File: src/byte_stream_hash32_core_macros.svh
// ----------------------------------------------------------------------------
// Assertion macros shared by the byte stream hash blocks
// Concurrent property checks, sampled on the rising clock, off during reset.
// ----------------------------------------------------------------------------
`ifndef BYTE_STREAM_HASH32_CORE_MACROS_SVH
`define BYTE_STREAM_HASH32_CORE_MACROS_SVH

// consequent must hold in the same cycle as the antecedent
`define BSH_ASSERT_SAME(lbl, clk, rst_n, ante, cons, msg) \
    lbl: assert property (@(posedge clk) disable iff (!rst_n) (ante) |-> (cons)) \
        else $error(msg);

// consequent must hold in the cycle after the antecedent
`define BSH_ASSERT_NEXT(lbl, clk, rst_n, ante, cons, msg) \
    lbl: assert property (@(posedge clk) disable iff (!rst_n) (ante) |=> (cons)) \
        else $error(msg);

`endif

File: src/bsh32_pkg.sv
// ----------------------------------------------------------------------------
// bsh32_pkg
// Types, constants and mixing functions of the 32-bit byte stream hash.
// ----------------------------------------------------------------------------
package bsh32_pkg;

    localparam int LEN_BITS_DEF = 24;
    localparam int QUEUE_DEPTH  = 4;
    localparam int DATA_W       = 8;
    localparam int MSG_LEN_W    = 24;
    localparam int HASH_W       = 32;
    localparam int TAIL_W       = 24;

    typedef struct packed {
        logic [DATA_W-1:0]    data_byte;
        logic [MSG_LEN_W-1:0] msg_len;
        logic                 last_byte;
    } t_in_item;

    typedef struct packed {
        logic [HASH_W-1:0] hash_value;
        logic              len_mismatch;
    } t_out_item;

    // one request from the front to the back
    typedef struct packed {
        logic              first;     // use seed instead of running hash
        logic [HASH_W-1:0] seed;
        logic              group;     // run the main mixing step on word
        logic [HASH_W-1:0] word;
        logic              finish;    // tail mixing and avalanche follow
        logic              empty;     // empty message, result is zero
        logic [TAIL_W-1:0] tail;
        logic [1:0]        tail_cnt;
        logic              mismatch;
    } t_op;

    // finalization pipeline stage
    typedef struct packed {
        logic [HASH_W-1:0] h;
        logic [TAIL_W-1:0] tail;
        logic [1:0]        tail_cnt;
        logic              mismatch;
        logic              empty;
    } t_fin;

    function automatic logic [HASH_W-1:0] sext8(input logic [7:0] b);
        sext8 = {{(HASH_W-8){b[7]}}, b};
    endfunction

    function automatic logic [HASH_W-1:0] group_mix(input logic [HASH_W-1:0] h_in,
                                                    input logic [HASH_W-1:0] word);
        logic [HASH_W-1:0] h;
        logic [HASH_W-1:0] t;
        h = h_in + {16'h0, word[15:0]};
        t = ({16'h0, word[31:16]} << 11) ^ h;
        h = (h << 16) ^ t;
        h = h + (h >> 11);
        group_mix = h;
    endfunction

    function automatic logic [HASH_W-1:0] tail_mix(input logic [HASH_W-1:0] h_in,
                                                   input logic [TAIL_W-1:0] tail,
                                                   input logic [1:0]        cnt);
        logic [HASH_W-1:0] h;
        h = h_in;
        case (cnt)
            2'd3: begin
                h = h + {16'h0, tail[15:0]};
                h = h ^ (h << 16);
                h = h ^ (sext8(tail[23:16]) << 18);
                h = h + (h >> 11);
            end
            2'd2: begin
                h = h + {16'h0, tail[15:0]};
                h = h ^ (h << 11);
                h = h + (h >> 17);
            end
            2'd1: begin
                h = h + sext8(tail[7:0]);
                h = h ^ (h << 10);
                h = h + (h >> 1);
            end
            default: begin
                h = h_in;
            end
        endcase
        tail_mix = h;
    endfunction

    function automatic logic [HASH_W-1:0] aval_a(input logic [HASH_W-1:0] h_in);
        logic [HASH_W-1:0] h;
        h = h_in ^ (h_in << 3);
        h = h + (h >> 5);
        h = h ^ (h << 4);
        h = h + (h >> 17);
        aval_a = h;
    endfunction

    function automatic logic [HASH_W-1:0] aval_b(input logic [HASH_W-1:0] h_in);
        logic [HASH_W-1:0] h;
        h = h_in ^ (h_in << 25);
        h = h + (h >> 6);
        aval_b = h;
    endfunction

endpackage

File: src/bsh32_front.sv
// ----------------------------------------------------------------------------
// bsh32_front
// Accepts message bytes, groups them by four, counts them and issues
// mixing and finish requests to the back end.
// ----------------------------------------------------------------------------
`include "byte_stream_hash32_core_macros.svh"

module bsh32_front #(
    parameter int LEN_BITS = bsh32_pkg::LEN_BITS_DEF
) (
    input  logic                i_clk,
    input  logic                i_rst_n,
    input  logic                i_valid,
    output logic                o_ready,
    input  bsh32_pkg::t_in_item i_item,
    input  logic                i_q_ready,
    output logic                o_push,
    output bsh32_pkg::t_op      o_op
);

    logic                r_in_msg;
    logic                n_in_msg;
    logic                r_seed_due;
    logic                n_seed_due;
    logic [31:0]         r_seed;
    logic [31:0]         n_seed;
    logic [23:0]         r_pend;
    logic [23:0]         n_pend;
    logic [1:0]          r_grp;
    logic [1:0]          n_grp;
    logic [LEN_BITS-1:0] r_total;
    logic [LEN_BITS-1:0] n_total;

    logic [31:0]         len_ext;
    logic [LEN_BITS-1:0] len;
    logic                len_zero;
    logic                accept;
    logic                start;
    logic [23:0]         pend;
    logic [1:0]          grp;
    logic [LEN_BITS-1:0] total;

    assign len_ext  = 32'(i_item.msg_len);
    assign len      = len_ext[LEN_BITS-1:0];
    assign len_zero = (len == '0);
    assign o_ready  = i_q_ready;
    assign accept   = i_valid && o_ready;
    assign start    = !r_in_msg;
    assign pend     = start ? 24'h0 : r_pend;
    assign grp      = start ? 2'd0 : r_grp;
    assign total    = start ? '0 : r_total;

    always_comb begin
        n_in_msg   = r_in_msg;
        n_seed_due = r_seed_due;
        n_seed     = r_seed;
        n_pend     = r_pend;
        n_grp      = r_grp;
        n_total    = r_total;
        o_push     = 1'b0;
        o_op       = '0;
        o_op.seed  = start ? 32'(len) : r_seed;
        o_op.first = start || r_seed_due;

        if (accept) begin
            if (len_zero) begin
                // empty message: drop whatever was in progress
                o_push     = 1'b1;
                o_op.empty = 1'b1;
                o_op.first = 1'b0;
                n_in_msg   = 1'b0;
                n_seed_due = 1'b0;
                n_pend     = 24'h0;
                n_grp      = 2'd0;
                n_total    = '0;
            end else begin
                n_in_msg = 1'b1;
                n_seed   = o_op.seed;
                n_total  = (total == '1) ? total : total + LEN_BITS'(1);
                case (grp)
                    2'd0: begin
                        n_pend = {16'h0, i_item.data_byte};
                        n_grp  = 2'd1;
                    end
                    2'd1: begin
                        n_pend = {8'h0, i_item.data_byte, pend[7:0]};
                        n_grp  = 2'd2;
                    end
                    2'd2: begin
                        n_pend = {i_item.data_byte, pend[15:0]};
                        n_grp  = 2'd3;
                    end
                    default: begin
                        o_op.group = 1'b1;
                        o_op.word  = {i_item.data_byte, pend};
                        n_pend     = 24'h0;
                        n_grp      = 2'd0;
                    end
                endcase

                o_op.finish   = i_item.last_byte;
                o_op.tail     = n_pend;
                o_op.tail_cnt = n_grp;
                o_op.mismatch = (n_total != len);
                o_push        = o_op.group || i_item.last_byte;

                // hold the seed until the first request of the message goes out
                n_seed_due = o_push ? 1'b0 : o_op.first;

                if (i_item.last_byte) begin
                    n_in_msg   = 1'b0;
                    n_seed_due = 1'b0;
                    n_pend     = 24'h0;
                    n_grp      = 2'd0;
                    n_total    = '0;
                end
            end
        end
    end

    always_ff @(posedge i_clk) begin
        if (!i_rst_n) begin
            r_in_msg   <= 1'b0;
            r_seed_due <= 1'b0;
            r_pend     <= 24'h0;
            r_grp      <= 2'd0;
            r_total    <= '0;
        end else begin
            r_in_msg   <= n_in_msg;
            r_seed_due <= n_seed_due;
            r_pend     <= n_pend;
            r_grp      <= n_grp;
            r_total    <= n_total;
        end
    end

    always_ff @(posedge i_clk) begin
        r_seed <= n_seed;
    end

    `BSH_ASSERT_NEXT(a_end_goes_idle, i_clk, i_rst_n, accept && (len_zero || i_item.last_byte), !r_in_msg, "front still in a message after its end")

endmodule

File: src/bsh32_queue.sv
// ----------------------------------------------------------------------------
// bsh32_queue
// Short request queue between front and back end.
// ----------------------------------------------------------------------------
`include "byte_stream_hash32_core_macros.svh"

module bsh32_queue #(
    parameter int DEPTH = bsh32_pkg::QUEUE_DEPTH
) (
    input  logic           i_clk,
    input  logic           i_rst_n,
    input  logic           i_push,
    input  bsh32_pkg::t_op i_op,
    output logic           o_ready,
    input  logic           i_pop,
    output logic           o_valid,
    output bsh32_pkg::t_op o_op
);

    localparam int AW = (DEPTH > 1) ? $clog2(DEPTH) : 1;
    localparam int CW = $clog2(DEPTH + 1);

    bsh32_pkg::t_op r_mem [DEPTH];
    logic [AW-1:0]  r_wr;
    logic [AW-1:0]  n_wr;
    logic [AW-1:0]  r_rd;
    logic [AW-1:0]  n_rd;
    logic [CW-1:0]  r_count;
    logic [CW-1:0]  n_count;

    assign o_ready = (r_count != CW'(DEPTH));
    assign o_valid = (r_count != '0);
    assign o_op    = r_mem[r_rd];

    always_comb begin
        n_wr    = r_wr;
        n_rd    = r_rd;
        n_count = r_count;
        if (i_push) begin
            n_wr = (r_wr == AW'(DEPTH - 1)) ? '0 : r_wr + AW'(1);
        end
        if (i_pop) begin
            n_rd = (r_rd == AW'(DEPTH - 1)) ? '0 : r_rd + AW'(1);
        end
        if (i_push && !i_pop) begin
            n_count = r_count + CW'(1);
        end else if (!i_push && i_pop) begin
            n_count = r_count - CW'(1);
        end
    end

    always_ff @(posedge i_clk) begin
        if (!i_rst_n) begin
            r_wr    <= '0;
            r_rd    <= '0;
            r_count <= '0;
        end else begin
            r_wr    <= n_wr;
            r_rd    <= n_rd;
            r_count <= n_count;
        end
    end

    always_ff @(posedge i_clk) begin
        if (i_push) begin
            r_mem[r_wr] <= i_op;
        end
    end

    `BSH_ASSERT_SAME(a_no_overfill, i_clk, i_rst_n, i_push, r_count != CW'(DEPTH), "request pushed into a full queue")
    `BSH_ASSERT_SAME(a_no_underrun, i_clk, i_rst_n, i_pop, r_count != '0, "request popped from an empty queue")

endmodule

File: src/bsh32_back.sv
// ----------------------------------------------------------------------------
// bsh32_back
// Runs the main mixing step on the running hash and carries finished
// messages through tail mixing and avalanche into the output register.
// ----------------------------------------------------------------------------
`include "byte_stream_hash32_core_macros.svh"

module bsh32_back (
    input  logic                 i_clk,
    input  logic                 i_rst_n,
    input  logic                 i_op_valid,
    input  bsh32_pkg::t_op       i_op,
    output logic                 o_pop,
    output logic                 o_valid,
    input  logic                 i_ready,
    output bsh32_pkg::t_out_item o_item
);

    logic [31:0]          r_acc;
    logic                 r_p1_vld;
    logic                 r_p2_vld;
    logic                 r_p3_vld;
    logic                 r_out_vld;
    bsh32_pkg::t_fin      r_p1;
    bsh32_pkg::t_fin      r_p2;
    bsh32_pkg::t_fin      r_p3;
    bsh32_pkg::t_out_item r_out;

    bsh32_pkg::t_fin      n_p1;
    bsh32_pkg::t_fin      n_p2;
    bsh32_pkg::t_fin      n_p3;
    bsh32_pkg::t_out_item n_out;

    logic                 en;
    logic [31:0]          base;
    logic [31:0]          mixed;

    // advance the whole pipeline unless a finished result is held
    assign en    = !r_out_vld || i_ready;
    assign o_pop = en && i_op_valid;
    assign base  = i_op.first ? i_op.seed : r_acc;
    assign mixed = i_op.group ? bsh32_pkg::group_mix(base, i_op.word) : base;

    always_comb begin
        n_p1          = '0;
        n_p1.h        = mixed;
        n_p1.tail     = i_op.tail;
        n_p1.tail_cnt = i_op.tail_cnt;
        n_p1.mismatch = i_op.mismatch;
        n_p1.empty    = i_op.empty;

        n_p2   = r_p1;
        n_p2.h = bsh32_pkg::tail_mix(r_p1.h, r_p1.tail, r_p1.tail_cnt);

        n_p3   = r_p2;
        n_p3.h = bsh32_pkg::aval_a(r_p2.h);

        n_out.hash_value   = r_p3.empty ? 32'h0 : bsh32_pkg::aval_b(r_p3.h);
        n_out.len_mismatch = r_p3.mismatch && !r_p3.empty;
    end

    always_ff @(posedge i_clk) begin
        if (!i_rst_n) begin
            r_p1_vld  <= 1'b0;
            r_p2_vld  <= 1'b0;
            r_p3_vld  <= 1'b0;
            r_out_vld <= 1'b0;
        end else if (en) begin
            r_p1_vld  <= o_pop && (i_op.finish || i_op.empty);
            r_p2_vld  <= r_p1_vld;
            r_p3_vld  <= r_p2_vld;
            r_out_vld <= r_p3_vld;
        end
    end

    always_ff @(posedge i_clk) begin
        if (o_pop && !i_op.empty) begin
            r_acc <= mixed;
        end
        if (en) begin
            r_p1  <= n_p1;
            r_p2  <= n_p2;
            r_p3  <= n_p3;
            r_out <= n_out;
        end
    end

    assign o_valid = r_out_vld;
    assign o_item  = r_out;

    `BSH_ASSERT_NEXT(a_finish_enters, i_clk, i_rst_n, o_pop && (i_op.finish || i_op.empty), r_p1_vld, "finish request lost at pipeline entry")

endmodule

File: src/byte_stream_hash32_core.sv
// ----------------------------------------------------------------------------
// byte_stream_hash32_core
// 32-bit SuperFastHash of a byte message streamed in one byte per request.
//
//   channel  dir   handshake                  payload
//   in       in    i_in_valid / o_in_ready    i_in_data  (byte, length, last)
//   out      out   o_out_valid / i_out_ready  o_out_data (hash, length mismatch)
//
// One byte is taken every cycle while the request queue has room; the front issues
// at most one request per byte. The result of a last byte (or empty message) is
// set by the tail and two avalanche stages behind the running-hash register.
// While the output is stalled the request queue absorbs up to QUEUE_DEPTH
// group or finish requests; o_in_ready drops only once it is full.
// Reset is synchronous and clears control state only; no clearing pass.
// ----------------------------------------------------------------------------
module byte_stream_hash32_core #(
    parameter int LEN_BITS    = bsh32_pkg::LEN_BITS_DEF,
    parameter int QUEUE_DEPTH = bsh32_pkg::QUEUE_DEPTH
) (
    input  logic                 i_clk,
    input  logic                 i_rst_n,
    input  logic                 i_in_valid,
    output logic                 o_in_ready,
    input  bsh32_pkg::t_in_item  i_in_data,
    output logic                 o_out_valid,
    input  logic                 i_out_ready,
    output bsh32_pkg::t_out_item o_out_data
);

    logic           q_ready;
    logic           push;
    bsh32_pkg::t_op push_op;
    logic           q_valid;
    logic           pop;
    bsh32_pkg::t_op pop_op;

    bsh32_front #(
        .LEN_BITS (LEN_BITS)
    ) u_front (
        .i_clk     (i_clk),
        .i_rst_n   (i_rst_n),
        .i_valid   (i_in_valid),
        .o_ready   (o_in_ready),
        .i_item    (i_in_data),
        .i_q_ready (q_ready),
        .o_push    (push),
        .o_op      (push_op)
    );

    bsh32_queue #(
        .DEPTH (QUEUE_DEPTH)
    ) u_queue (
        .i_clk   (i_clk),
        .i_rst_n (i_rst_n),
        .i_push  (push),
        .i_op    (push_op),
        .o_ready (q_ready),
        .i_pop   (pop),
        .o_valid (q_valid),
        .o_op    (pop_op)
    );

    bsh32_back u_back (
        .i_clk      (i_clk),
        .i_rst_n    (i_rst_n),
        .i_op_valid (q_valid),
        .i_op       (pop_op),
        .o_pop      (pop),
        .o_valid    (o_out_valid),
        .i_ready    (i_out_ready),
        .o_item     (o_out_data)
    );

endmodule
File: config.mk
export PLATFORM = sky130hd
export DESIGN_NAME = byte_stream_hash32_core
export DESIGN_NICKNAME = d
export VERILOG_FILES = /design/src/bsh32_pkg.sv /design/src/bsh32_front.sv /design/src/bsh32_queue.sv /design/src/bsh32_back.sv /design/src/byte_stream_hash32_core.sv
export VERILOG_INCLUDE_DIRS = /design/src /design/src/src
export SDC_FILE = /design/constraint.sdc
export NUM_CORES = 1
export LEC_CHECK = 0
export ABC_AREA = 0
export BUFFER_PORTS_ARGS = -buffer_cell sky130_fd_sc_hd__buf_2
export CORE_MARGIN = 1.5
export CORE_UTILIZATION = 64
export CTS_CLUSTER_DIAMETER = 80
export DETAILED_ROUTE_END_ITERATION = 7
export GPL_TIMING_DRIVEN = 0
export PLACE_DENSITY_LB_ADDON = 0.25
export SYNTH_ARGS = -nofsm -noshare
export SYNTH_HDL_FRONTEND = slang
export SYNTH_SLANG_ARGS = --single-unit
File: constraint.sdc
create_clock -name i_clk -period 8.66 [get_ports i_clk]
set_input_delay 0 -clock i_clk [delete_from_list [all_inputs] [get_ports i_clk]]
set_output_delay 0 -clock i_clk [all_outputs]
set_load 0.1 [all_outputs]
; After elaboration in Yosys (flattened, before gate mapping)
; Memory sizes are Yosys's and may differ from the RTL's. A register that Yosys moved wholly into a read port is not among the register bits.
; Cells that the tools add are included.
[word_totals]
register_bits = 288
latch_bits = 0
ramBits = 380
rom_bits = 0
wordCells = 126
mem_count = 1
[memory_table]
columns = name, depth, width, read_ports, rd_clocked_by_memory_dff, wr, line
row1 = u_queue.r_mem, 4, 95, 1, 1, 1, bsh32_queue.sv:23  ; bsh32_pkg::t_op r_mem [DEPTH];
[classes]
addsub = 15
multipliers = 0
n_div = 0
n_lt_le_gt_ge = 0
eq_ne = 10
shift = 0
n_mux = 40
n_bitwise = 10
reduce_logical = 23
[ops]
columns = cell, count
row1 = 32-bit XOR, 8
row2 = 24-bit 2-to-1 mux, 7
row3 = 33-bit 2-to-1 mux, 3
row4 = 32-bit 2-to-1 mux, 3
row5 = 32-bit case mux with 3 select lines, 1
row6 = 24-bit case mux with 3 select lines, 1
row7 = 32-bit by 15-bit adder with 32-bit output, 2
row8 = 32-bit by 16-bit adder with 32-bit output, 2
row9 = 32-bit by 21-bit adder with 32-bit output, 2
row10 = 62-bit 2-to-1 mux, 1
row11 = 34-bit 2-to-1 mux, 1
row12 = 32-bit by 26-bit adder with 32-bit output, 1
row13 = 32-bit by 27-bit adder with 32-bit output, 1
row14 = 32-bit by 31-bit adder with 32-bit output, 1
row15 = 32-bit adder, 1
row16 = 27-bit by 32-bit XOR with 32-bit output, 1
row17 = 27-bit 2-to-1 mux, 1
row18 = 24-bit by 1-bit adder with 24-bit output (second input constant), 1
row19 = 24-bit equality test (second input constant), 1
row20 = 24-bit logical NOT, 1
row21 = 24-bit inequality test, 1
row22 = 2-bit 2-to-1 mux, 7
row23 = 1-bit 2-to-1 mux, 12
row24 = 2-bit equality test (second input constant), 5
row25 = other kinds (16), 33

; Logic depth before layout (Yosys ltp)
[logic_depth]
ltp_word = 13
depth_mapped = 31

; By module
; A second synthesis with hierarchy kept.
[unflattened]
cells_unflattened = 3468
area_unflattened_um2 = 41066.9
[by_module_without_submodules]
columns = module, n_inst, cells_each, area_per_inst_um2
row1 = bsh32_back, 1, 2309, 21585.7
row2 = bsh32_queue, 1, 542, 14211.1
row3 = bsh32_front, 1, 617, 5270.1

; Worst setup path before layout
; No wires, ideal clock.
[synth_timing]
path_type = reg-to-reg
startpoint = register (tool-made name)
endpoint = register u_back.r_acc[20] (data pin)
arrival_ns = 7.359
required_ns = 8.402
slack_ns = 1.043
path_stages_with_launch = 29
n_path_buf = 7
synth_period_minus_slack_ns = 7.617
path_cell_list = dfxtp_1 -> buf_6 -> buf_2 -> buf_2 -> buf_2 -> buf_2 -> buf_2 -> buf_1 -> mux4_2 -> ha_1 -> fa_1 -> a21o_1 -> a21oi_1 -> o21ai_0 -> a211o_1 -> nand4_1 -> nand2_1 -> xnor2_1 -> ha_1 -> or4_1 -> o21ai_0 -> a211oi_1 -> o31ai_1 -> a21oi_1 -> o31a_1 -> or2_2 -> a21oi_1 -> xnor2_1 -> o21a_1
[synth_rtl]
columns = element, line
row1 = "end signal, assigned", bsh32_back.sv:78  ; r_acc <= mixed;
row2 = "end, declared", bsh32_back.sv:19  ; logic [31:0] r_acc;

==> flow_metrics.tcl <==
set metrics [dict create \
    slowest_delay_ns 0.51 \
    synth_edf_count 605 \
    grt_pass1_wl_mm 183 \
    final_common_cell "edfxtp_1" \
    drt_wl_total_mm 122 \
    yosys_warnings 0 \
    worstHoldPathType "input port to flop" \
    final_antenna_net_count 0 \
    ys_seq_area_share_pct 47.5 \
    area_delta_synth_final_pct 10.9 \
    mostFrequentLayoutCells "edfxtp_1, xnor2_1, nor2_1, ha_1, a21oi_1" \
    cp.arrival_ns 8.67 \
    gp_congestion 1.01 \
    cap_violations 0 \
    die_y_um 256 \
    cp_common_cell "a21oi_1" \
    wl_per_cell_um 26.8 \
    grt_pass1_vias 30173 \
    ios 72 \
    relSlewSlack_pct 15.7 \
    synthCells 3488 \
    clock-root-buffer "clkbuf_16" \
    end_kind "flop" \
    fin_setup_tns_ns 0 \
    fmax_ghz 0.121 \
    ys_types 94 \
    critPathKind "flop to flop" \
    critPathSlowestCell "clkbuf_4" \
    portBuffers 70 \
    clock_sinks 670 \
    cp.required_ns 9.04 \
    rsz0062_at_grt "no" \
    antenna_found_initial 3 \
    clockBufferDepth 3 \
    fin_skew_ns 0.0467 \
    fp.coreArea_um2 63200 \
    setup_slack_ns 0.372 \
    startpoint_type "flop" \
    fillers 4097 \
    final_hold_viol_count 0 \
    fin_crit_sh_pct 95.7 \
    drc_errors 0 \
    synth-seq-cells 670 \
    viasPerCell 6.79 \
    die_area_um2 65500 \
    async_flop_share_pct 0 \
    drive_above_1_share_pct 11.3 \
    dr.pass1.iters 6 \
    syn-num-nets 3758 \
    setup_viol 0 \
    die_x_um 256 \
    track_usage_pct 36.8 \
    syn-cell-area_um2 41000 \
    cts_inserted_buffers 70 \
    fin_crit_ns 8.29 \
    worstMarginPinSlew_ns 1.25 \
    cts_tree "yes" \
    htreeDepth 3 \
    post-dp-hpwl_mm 89.0 \
    cp_max_fo 19 \
    grt_max_degree 86 \
    start_util_pct 64.8 \
    num_rows 92 \
    status "completed" \
    fin_util_pct 71.9 \
    post-place-ws_ns -1.58 \
    drtIter0Drc 4021 \
    drv_slew 0 \
    insertion_delay_ns 0.62 \
    dr_total_vias 31054 \
    clk_pin_slew_ns 0.06 \
    dominantRegCellSynth "edfxtp_1" \
    gr-total-overflow 0 \
    avgSynthCellArea_um2 11.7 \
    fin_nets 3940 \
]
## state kept, by name, summed over array words and instances (netlist names), 3 cells and up, named ones only
register,flops
u_back.r_p2,32
u_back.n_p2,28
u_back.r_p3,34
u_back.o_item,33
u_back.r_p1,32
u_back.r_acc,32
u_front.r_seed,32
u_queue.r_count,3
u_queue.r_mem,380
u_front.r_total,24
u_front.r_pend,24
## cells by family (layout without fill, tap and decap cells)
| family | count (synthesis) | in the layout | share of synthesized area (%) |
|---|---|---|---|
| fa+ha+maj | 233 | 233 | 7.30 |
| buf+inv | 208 | 445 | 1.97 |
| flops | 670 | 670 | 47.5 |
| simple gates | 945 | 945 | 11.8 |
| xor+xnor | 456 | 456 | 10.2 |
| compound gates | 766 | 766 | 12.3 |
| mux | 210 | 210 | 8.88 |
| other cells | 0 | 2 | 0 |
## final timing paths
check	from	end	slack (ns)	depth (start not counted)
max reg2reg	flop	u_back.r_p1[59]	0.37	29
min	i_in_valid	u_front.r_pend[0]	0.21	4
max	flop	u_back.r_p1[59]	0.37	29
min reg2reg	u_back.n_p3[1]	u_back.r_p3[1]	0.43	0
## cell usage after synthesis, types with 30 or more instances
cell | n | share of area [%]
o21a_1 | 42 | 0.77
mux2_2 | 49 | 1.3
xnor2_1 | 284 | 6.1
a22oi_1 | 53 | 0.97
edfxtp_1 | 605 | 44
nand2_1 | 185 | 1.7
ha_1 | 223 | 6.8
nor3_1 | 73 | 0.89
clkbuf_1 | 87 | 0.80
a211oi_1 | 30 | 0.55
nor2_1 | 224 | 2.1
dfxtp_1 | 65 | 3.2
inv_1 | 83 | 0.76
nor2b_1 | 85 | 1.3
mux4_2 | 115 | 6.3
nand4_1 | 46 | 0.70
a21o_1 | 93 | 1.7
a21oi_1 | 213 | 2.6
o21ai_0 | 123 | 1.5
and3_1 | 55 | 0.84
and2_1 | 68 | 1.0
xor2_1 | 158 | 3.4
nand3_1 | 74 | 0.90
mux2i_1 | 42 | 1.0
## worst max-delay path: cells and delay by family (launching register included)
kind                       cells  cell delay, ns
xor gates and xnor gates       2            0.56
muxes                          1            0.37
DFF                            1            0.47
buffers and inverters          5            1.86
AOI/OAI and AO/OA             15            3.33
and+or+nand+nor                3            0.49
adders and majority gates      3            0.95
## metrics by stage
| stage | cells | area (um2) | hold slack (ns) |
|---|---|---|---|
| 2_1_floorplan | 3488 | 41000 | 0.171 |
| 3_3_place_gp | 4404 | 42400 | 0.326 |
| 3_5_place_dp | 4410 | 42600 | 0.398 |
| 4_1_cts | 4573 | 45400 | 0.141 |
| 5_1_grt | 4571 | 45400 | 0.254 |
| 6_report | 4573 | 45400 | 0.208 |
## metal layers
layer / GRT usage (%) / vias to the layer above / part of all wire, %
li1: - / 13608 / -
met1: 48.3 / 15123 / 38
met2: 59.2 / 1889 / 46
met3: 6.53 / 428 / 9.3
met4: 18.7 / 6 / 5.8
met5: 0 / - / 0.047
## cell type report
type | instances | area [um2] | area share (%)
Antenna cell | 2 | 5.00 | 0.0110
Buffer | 119 | 524 | 1.15
Clock buffer | 87 | 1900 | 4.18
Clock inverter | 40 | 512 | 1.13
Inverter | 87 | 332 | 0.730
Multi-Input combinational cell | 2610 | 20800 | 45.7
Sequential cell | 670 | 19500 | 42.8
Tap cell | 846 | 1060 | 2.33
Timing Repair Buffer | 112 | 868 | 1.91
## repair_timing
item	4_1_cts	5_1_grt
hold buffers	36	0
buffers inserted	0	0
endpoints found under the setup margin	60	24
resized for setup	29	17
pin swaps	0	2
endpoints found under the hold margin	201	0
gates cloned	0	0
Power is not shown: default switching activity piles up to over one toggle a cycle in this logic, so the estimate is an artifact.
